$ cat config.mk
export PLATFORM = sky130hd
export DESIGN_NAME = trajectory_kalman_smoother
export DESIGN_NICKNAME = d
export VERILOG_FILES = /design/src/rtl/tks_pkg.sv /design/src/rtl/trajectory_kalman_smoother.sv
export SDC_FILE = /design/constraint.sdc
export NUM_CORES = 2
export LEC_CHECK = 0
export ABC_AREA = 1
export CAP_MARGIN = 20
export CORE_MARGIN = 2
export CORE_UTILIZATION = 40
export DETAILED_ROUTE_END_ITERATION = 10
export DONT_BUFFER_PORTS = 1
export HOLD_SLACK_MARGIN = 0.08
export SYNTH_ARGS = -nofsm -noshare
export SYNTH_HDL_FRONTEND = slang
export SYNTH_SLANG_ARGS = --single-unit
$ cat constraint.sdc
create_clock -name clk -period 12.3 [get_ports clk]
set_input_delay 2.46 -clock clk [delete_from_list [all_inputs] [get_ports clk]]
set_output_delay 2.46 -clock clk [all_outputs]
set_load 0.01 [all_outputs]
$ cat src/rtl/tks_pkg.sv
`default_nettype none

package tks_pkg;

  localparam int VAR_FRAC = 30;
  localparam int DIG_STEPS = VAR_FRAC + 1;
  localparam logic [30:0] VAR_ONE = 31'(1) << VAR_FRAC;

  localparam logic [31:0] PROCESS_NOISE_RESET = 32'd4294967;
  localparam logic [31:0] MEASUREMENT_NOISE_RESET = 32'd268435456;

  typedef enum logic [0:0] {
    REG_PROCESS_NOISE     = 1'b0,
    REG_MEASUREMENT_NOISE = 1'b1
  } reg_index_t;

  typedef struct packed {
    logic signed [31:0] shift_x;
    logic signed [31:0] shift_y;
  } shift_item_t;

  typedef struct packed {
    logic signed [31:0] corrected_x;
    logic signed [31:0] corrected_y;
    logic signed [47:0] smoothed_x;
    logic signed [47:0] smoothed_y;
  } smooth_item_t;

  function automatic logic signed [47:0] sat48(input logic signed [48:0] v);
    logic signed [47:0] r;
    if (v[48] != v[47]) begin
      r = v[48] ? {1'b1, 47'd0} : {1'b0, {47{1'b1}}};
    end else begin
      r = v[47:0];
    end
    return r;
  endfunction

  function automatic logic signed [31:0] sat32(input logic signed [49:0] v);
    logic signed [31:0] r;
    if ((v[49:31] != '0) && (v[49:31] != '1)) begin
      r = v[49] ? {1'b1, 31'd0} : {1'b0, {31{1'b1}}};
    end else begin
      r = v[31:0];
    end
    return r;
  endfunction

endpackage

`default_nettype wire

$ cat src/rtl/trajectory_kalman_smoother.sv
// Trajectory smoother: running sum of frame shifts, scalar Kalman filter per axis.
// One frame at a time: the input stalls until the previous frame's result is in
// the output register. Each later frame runs the 31-step bit-serial gain
// divider followed by the 31-step serial multipliers; the first frame skips them.
// Reset (rst, synchronous): trajectory and estimates zero, variance 1.0,
// noise registers to their defaults, no frame seen, output empty.
`default_nettype none

module trajectory_kalman_smoother import tks_pkg::*; (
  input  wire logic         clk,
  input  wire logic         rst,
  // frame shifts in
  input  wire logic         in_valid,
  output logic              in_stall,
  input  wire shift_item_t  in_item,
  // smoothed results out
  output logic              out_valid,
  input  wire logic         out_stall,
  output smooth_item_t      out_item,
  // register writes
  input  wire logic         cfg_valid,
  output logic              cfg_ready,
  input  wire reg_index_t   cfg_index,
  input  wire logic [31:0]  cfg_data
);

  // Sequencer, one-hot
  typedef enum logic [9:0] {
    S_IDLE  = 10'b0000000001,
    S_PATH  = 10'b0000000010,  // trajectory update
    S_PRIOR = 10'b0000000100,  // prior = sat(P + q)
    S_DEN   = 10'b0000001000,  // denominator, divider load, innovation
    S_DIV   = 10'b0000010000,  // restoring divide, one quotient bit a cycle
    S_PREP  = 10'b0000100000,  // gain clamp, magnitudes, multiplier load
    S_MUL   = 10'b0001000000,  // shift-add multiply, one gain bit a cycle
    S_UPD   = 10'b0010000000,  // estimate and variance write-back
    S_CORR1 = 10'b0100000000,  // estimate - path
    S_CORR2 = 10'b1000000000   // + shift, saturate, into output register
  } state_t;

  state_t state;
  logic [4:0] cnt;

  // configuration and filter state
  logic [31:0] process_noise;
  logic [31:0] measurement_noise;
  logic signed [47:0] path_x, path_y;
  logic signed [47:0] estimate_x, estimate_y;
  logic [31:0] error_variance;
  logic started;

  // working registers
  logic signed [31:0] sx, sy;
  logic [31:0] prior;
  logic [32:0] denom;
  logic [32:0] rem;
  logic [30:0] num;       // dividend low bits in, quotient bits out
  logic signed [48:0] diff_x, diff_y;
  logic [30:0] gsh;       // gain, consumed LSB first
  logic [30:0] ish;       // 1 - gain, consumed LSB first
  logic [47:0] mag_x, mag_y;
  logic neg_x, neg_y;
  logic [48:0] acc_x, acc_y;
  logic [32:0] acc_p;
  logic signed [48:0] cd_x, cd_y;

  logic last_step;
  assign last_step = (cnt == 5'(DIG_STEPS - 1));

  assign in_stall  = (state != S_IDLE);
  assign cfg_ready = 1'b1;

  logic in_acc, out_take;
  assign in_acc   = in_valid && !in_stall;
  assign out_take = !out_valid || !out_stall;

  // ---- combinational datapath pieces ----
  logic signed [47:0] path_x_sum, path_y_sum;
  logic [32:0] prior_sum;
  logic [33:0] div_trial;
  logic div_ge;
  logic [30:0] gain;
  logic [49:0] mx_sum, my_sum;
  logic [33:0] mp_sum;
  logic signed [48:0] upd_x, upd_y;

  always_comb begin
    path_x_sum = sat48(49'(sx) + 49'(path_x));
    path_y_sum = sat48(49'(sy) + 49'(path_y));
    prior_sum  = {1'b0, error_variance} + {1'b0, process_noise};
    div_trial  = {rem, num[30]};
    div_ge     = (div_trial >= {1'b0, denom});
    if (denom == '0) begin
      gain = VAR_ONE;
    end else if (num > VAR_ONE) begin
      gain = VAR_ONE;
    end else begin
      gain = num;
    end
    mx_sum = {1'b0, acc_x} + (gsh[0] ? {2'b0, mag_x} : 50'd0);
    my_sum = {1'b0, acc_y} + (gsh[0] ? {2'b0, mag_y} : 50'd0);
    mp_sum = {1'b0, acc_p} + (ish[0] ? {2'b0, prior} : 34'd0);
    upd_x  = neg_x ? (49'(estimate_x) - $signed(acc_x)) : (49'(estimate_x) + $signed(acc_x));
    upd_y  = neg_y ? (49'(estimate_y) - $signed(acc_y)) : (49'(estimate_y) + $signed(acc_y));
  end

  // ---- control and filter state ----
  always_ff @(posedge clk) begin
    if (rst) begin
      state             <= S_IDLE;
      cnt               <= '0;
      out_valid         <= 1'b0;
      process_noise     <= PROCESS_NOISE_RESET;
      measurement_noise <= MEASUREMENT_NOISE_RESET;
      path_x            <= '0;
      path_y            <= '0;
      estimate_x        <= '0;
      estimate_y        <= '0;
      error_variance    <= {2'b01, 30'd0};
      started           <= 1'b0;
    end else begin
      if (cfg_valid && cfg_ready) begin
        case (cfg_index)
          REG_PROCESS_NOISE:     process_noise     <= cfg_data;
          REG_MEASUREMENT_NOISE: measurement_noise <= cfg_data;
          default: ;
        endcase
      end

      // result taken; in S_CORR2 the output register is refilled below instead
      if (out_valid && !out_stall && (state != S_CORR2)) begin
        out_valid <= 1'b0;
      end

      case (state)
        S_IDLE: begin
          if (in_acc) begin
            state <= S_PATH;
          end
        end
        S_PATH: begin
          path_x <= path_x_sum;
          path_y <= path_y_sum;
          if (!started) begin
            // first frame: filter starts from zero estimate, unit variance
            estimate_x     <= '0;
            estimate_y     <= '0;
            error_variance <= {2'b01, 30'd0};
            started        <= 1'b1;
            state          <= S_CORR1;
          end else begin
            state <= S_PRIOR;
          end
        end
        S_PRIOR: state <= S_DEN;
        S_DEN: begin
          cnt   <= '0;
          state <= S_DIV;
        end
        S_DIV: begin
          cnt <= cnt + 5'd1;
          if (last_step) begin
            state <= S_PREP;
          end
        end
        S_PREP: begin
          cnt   <= '0;
          state <= S_MUL;
        end
        S_MUL: begin
          cnt <= cnt + 5'd1;
          if (last_step) begin
            state <= S_UPD;
          end
        end
        S_UPD: begin
          estimate_x     <= sat48(upd_x);
          estimate_y     <= sat48(upd_y);
          error_variance <= acc_p[31:0];
          state          <= S_CORR1;
        end
        S_CORR1: state <= S_CORR2;
        S_CORR2: begin
          // hold here while the previous result has not been taken
          if (out_take) begin
            out_valid <= 1'b1;
            state     <= S_IDLE;
          end
        end
        default: state <= S_IDLE;
      endcase
    end
  end

  // ---- working datapath, no reset needed ----
  always_ff @(posedge clk) begin
    case (state)
      S_IDLE: begin
        if (in_acc) begin
          sx <= in_item.shift_x;
          sy <= in_item.shift_y;
        end
      end
      S_PRIOR: begin
        prior <= prior_sum[32] ? '1 : prior_sum[31:0];
      end
      S_DEN: begin
        // dividend is prior << 30; top bits preloaded so 31 steps give the quotient
        denom  <= {1'b0, prior} + {1'b0, measurement_noise};
        rem    <= {2'b0, prior[31:1]};
        num    <= {prior[0], 30'd0};
        diff_x <= 49'(path_x) - 49'(estimate_x);
        diff_y <= 49'(path_y) - 49'(estimate_y);
      end
      S_DIV: begin
        rem <= div_ge ? 33'(div_trial - {1'b0, denom}) : div_trial[32:0];
        num <= {num[29:0], div_ge};
      end
      S_PREP: begin
        gsh   <= gain;
        ish   <= VAR_ONE - gain;
        neg_x <= diff_x[48];
        neg_y <= diff_y[48];
        mag_x <= diff_x[48] ? 48'(-diff_x) : diff_x[47:0];
        mag_y <= diff_y[48] ? 48'(-diff_y) : diff_y[47:0];
        acc_x <= '0;
        acc_y <= '0;
        acc_p <= '0;
      end
      S_MUL: begin
        // right-shifting product: dropped bits are the truncated fraction
        gsh <= gsh >> 1;
        ish <= ish >> 1;
        if (last_step) begin
          acc_x <= mx_sum[48:0];
          acc_y <= my_sum[48:0];
          acc_p <= mp_sum[32:0];
        end else begin
          acc_x <= mx_sum[49:1];
          acc_y <= my_sum[49:1];
          acc_p <= mp_sum[33:1];
        end
      end
      S_CORR1: begin
        cd_x <= 49'(estimate_x) - 49'(path_x);
        cd_y <= 49'(estimate_y) - 49'(path_y);
      end
      S_CORR2: begin
        if (out_take) begin
          out_item.corrected_x <= sat32(50'(sx) + 50'(cd_x));
          out_item.corrected_y <= sat32(50'(sy) + 50'(cd_y));
          out_item.smoothed_x  <= estimate_x;
          out_item.smoothed_y  <= estimate_y;
        end
      end
      default: ;
    endcase
  end

  // ---- checks ----
  a_accept_starts: assert property (@(posedge clk) disable iff (rst)
    in_valid && !in_stall |=> state == S_PATH)
    else $error("accepted item did not start the sequence");

  a_gain_split: assert property (@(posedge clk) disable iff (rst)
    state == S_MUL && cnt == '0 |-> ({1'b0, gsh} + {1'b0, ish}) == {1'b0, VAR_ONE})
    else $error("gain and its complement do not sum to one");

  a_step_bound: assert property (@(posedge clk) disable iff (rst)
    state == S_UPD |-> acc_x <= {1'b0, mag_x} && acc_y <= {1'b0, mag_y})
    else $error("estimate step exceeds innovation");

  a_var_bound: assert property (@(posedge clk) disable iff (rst)
    state == S_UPD |-> acc_p <= {1'b0, prior})
    else $error("posterior variance exceeds prior");

endmodule

`default_nettype wire

==> results.cfg <==
[clocking]
postCtsHoldBufs = 0
clockBufferDepth = 3
htreeDepth = 4
cts_buffers = 139
cts_tree = done
clkTransAtPathRegs_ps = 60
cts_root_buf = clkbuf_16
cts_sinks = 1145
cts-resized-gates = 0
worstSkewPairLatency_ps = 840
cts_setup_buffers = 0

[setup_path]
r2r-start = acc_y[1]$_SDFFCE_PN0P_
end_kind = flip-flop
crit_type = flip-flop to flip-flop
crit_required_ps = 13040
worst_path_most_repeated_cell = nand2_1
rr_endpoint = estimate_y[43]$_SDFFE_PP0P_
r2r_slack_ps = 6850
crit_arrival_ps = 6200
cpMaxStageDelayCell = nand2_2
startpoint_type = flip-flop
r2r_cells = 25
cp_max_fo = 47
critical-path-max-stage-delay_ps = 540

[hold_path]
min_to = mag_x[0]$_DFFE_PP_
hp-class = flip-flop to flip-flop
min_path_cells = 0
hp-start = diff_x[0]$_DFFE_PP_

[cells_and_area]
drive_above_1_share = 0.03908
areaGrowthSynthToFinish_pct = 8.511
postLayoutCellArea_um2 = 103900
stdcell_count = 16760
fin_nets = 14300

[sta]
setup_violations = 0
finalCritPeriodShare = 0.4434
max_freq_mhz = 183.3
finalHoldViolCount = 0
hold_slack_ps = 459.4
clock-skew-final_ps = 48.34
tns_ps = 0
slew_headroom = 0.2782
rsz0062_at_grt = no
tightest_slew_ps = 1079
period_needed_ps = 5454
fin_ws_ps = 6846
drv_slew = 0

[detailed_routing]
routedWlPerCell_um = 21.29
wl_um = 356800
vias_per_cell = 5.406
first_pass_iters = 9
vias = 90610
drc = 18
ant_nets = 0
drtIter0Drc = 8353

[flow_run]
maxCapViolCount = 0

[die]
fp.dieW_um = 493.2
rows = 179
die_area_um2 = 243300
die_h_um = 493.2
core_area_um2 = 237900
io_pins = 265
initial_core_util = 0.4025

[logic_synthesis]
yosysTopAreaCell = edfxtp_1
synthFlopType = edfxtp_1
syn_inst = 13550
synth_cell_types = 80
synth_edf_count = 840
avgSynthCellArea_um2 = 7.064
async_reset_ff_frac = 0
synth-seq-cells = 1145
ys_seq_area_frac = 0.3273
ys.warnings.count = 0
synth_area_um2 = 95730
syn_nets = 14380
yosys.area.top_type_share = 0.2635
yosys-top-cells-area = edfxtp_1, nand2_1, ha_1, inv_1, a21oi_1

[placement]
gp_congestion = 1.005
portBuffers = 0
dp_hpwl_um = 289500
place_ws_ps = 6273
placed_area_um2 = 98940
dp_cells = 16490

[grt]
grt_pass1_wl_um = 528400
grt_use_total = 0.2839
grt_pass1_vias = 86580
antenna_found_initial = 17
grt_max_degree = 165
overflow = 0

[pwr]
p_leak_uw = 0.04729
ir_worst_vdd_mv = 0.1451
power_density_nw_per_um2 = 164.1

[status]
violations = design-rule violations
status = finished, violations left
==> state kept, by name, summed over array words and instances, names as in the netlist, 32 cells and up <==
signal,cells
sx,32
measurement_noise,32
acc_p,33
diff_y,49
cd_x,49
acc_x,49
mag_x,48
prior,32
diff_x,49
error_variance,32
cd_y,49
process_noise,32
mag_y,48
sy,32
out_item,160
path_x,48
path_y,48
estimate_x,48
rem,33
denom,33
estimate_y,48
acc_y,49
==> report_power, final <==
group / internal (uW) / total (uW) / switching (uW)
Clock: 2540 / 4400 / 1850
Sequential: 4720 / 4950 / 234
Combinational: 2190 / 7700 / 5510
Total: 9450 / 17000 / 7600
==> placed cells by master (no fill, tap or decap), types with 58 or more instances in the layout <==
cell type / synthesis / layout
a31oi_1: 74 / 73
o21ai_0: 790 / 789
nand3_1: 591 / 591
inv_2: 55 / 58
buf_4: 14 / 88
nand2_1: 3152 / 3150
nor2_1: 1649 / 1644
a21o_1: 66 / 66
o21bai_1: 86 / 86
a21oi_1: 1243 / 1243
o21a_1: 100 / 100
edfxtp_1: 840 / 840
ha_1: 714 / 714
nand4_1: 149 / 149
o211ai_1: 69 / 69
xnor2_1: 248 / 248
inv_1: 1880 / 1872
dfxtp_1: 305 / 305
o21ai_1: 74 / 73
nor3_1: 164 / 161
clkbuf_16: 0 / 142
xor2_1: 535 / 535
==> critical path: cells and delay by family, from the launching register on <==
kind	cells	cell delay [ps]
AND/OR/NAND/NOR	17	3180
buffers and inverters	1	160
XOR/XNOR	1	200
adder cells (fa/ha/maj)	2	560
AO/OA/AOI/OAI	4	870
flip-flops	1	410
==> synthesized netlist by cell type, types with 12 or more instances <==
cell type  instances
buf_6             32
nand2_1         3152
and2_1            18
or2_2             16
o21ai_1           74
nor2_2            22
nand3_1          591
a21o_1            66
nor2_1          1649
a31oi_1           74
a21oi_1         1243
o21a_1           100
nand2_2           33
inv_1           1880
edfxtp_1         840
xor2_1           535
nand3_2           12
a21boi_0          28
inv_2             55
a221oi_1          18
a211oi_1          51
ha_1             714
buf_4             14
dfxtp_1          305
a21oi_2           20
fa_1              16
o21ai_0          790
buf_2             55
clkbuf_1         201
nand3b_1          20
o21bai_1          86
o211ai_1          69
a21boi_1          14
nor3_1           164
nand4_1          149
o2111ai_1         14
nor4_1            55
xnor2_1          248
==> layer usage <==
| metal | GRT usage | vias up | part of all wire |
|---|---|---|---|
| met5 | 0 | - | 0.00011 |
| met4 | 0.1115 | 6 | 0.043 |
| met3 | 0.04382 | 661 | 0.069 |
| met2 | 0.4597 | 3030 | 0.45 |
| met1 | 0.3788 | 42350 | 0.44 |
| li1 | - | 44560 | - |
==> cell families after synthesis <==
kind of cell,Yosys count,synth area share
compound gates,2702,0.1574
flops,1145,0.3273
xor+xnor,784,0.07181
buf+inv,2254,0.09221
mux,1,0.0001046
fa+ha+maj,730,0.09667
simple gates,5935,0.2545
other cells,1,0.00003917
==> through the flow <==
step	total power [uW]	utilization
floorplan	9853	-
global placement	12540	0.4160
detailed placement	12470	0.4160
CTS	16950	0.4364
global route	17910	0.4367
finish	17040	0.4367
==> area by class of cell <==
class                           count  area, um^2
Multi-Input combinational cell  10150       55660
Clock inverter                     93        1169
Antenna cell                        7       17.52
Tap cell                         3167        3963
Timing Repair Buffer               93       760.7
Inverter                         1937        7291
Sequential cell                  1145       31330
Fill cell                       24980      134000
Clock buffer                      167        3687
==> worst max-delay path by stage <==
stage / to / slack [ps] / cells after the start / startpoint
final: estimate_y[43]$_SDFFE_PP0P_ / 6850 / 25 / acc_y[1]$_SDFFCE_PN0P_
after global routing: estimate_y[26]$_SDFFE_PP0P_ / 6300 / 25 / acc_y[1]$_SDFFCE_PN0P_
after CTS: estimate_x[28]$_SDFFE_PP0P_ / 6270 / 28 / acc_x[0]$_SDFFCE_PN0P_
after detailed placement: estimate_x[3]$_SDFFE_PP0P_ / 6270 / 28 / acc_x[0]$_SDFFCE_PN0P_
after global placement: estimate_x[38]$_SDFFE_PP0P_ / 6310 / 28 / acc_x[1]$_SDFFCE_PN0P_
after floorplan: out_item[0]$_DFFE_PP_ / 2440 / 3 / out_stall
Note: power is estimated with default switching activity, not from simulation.
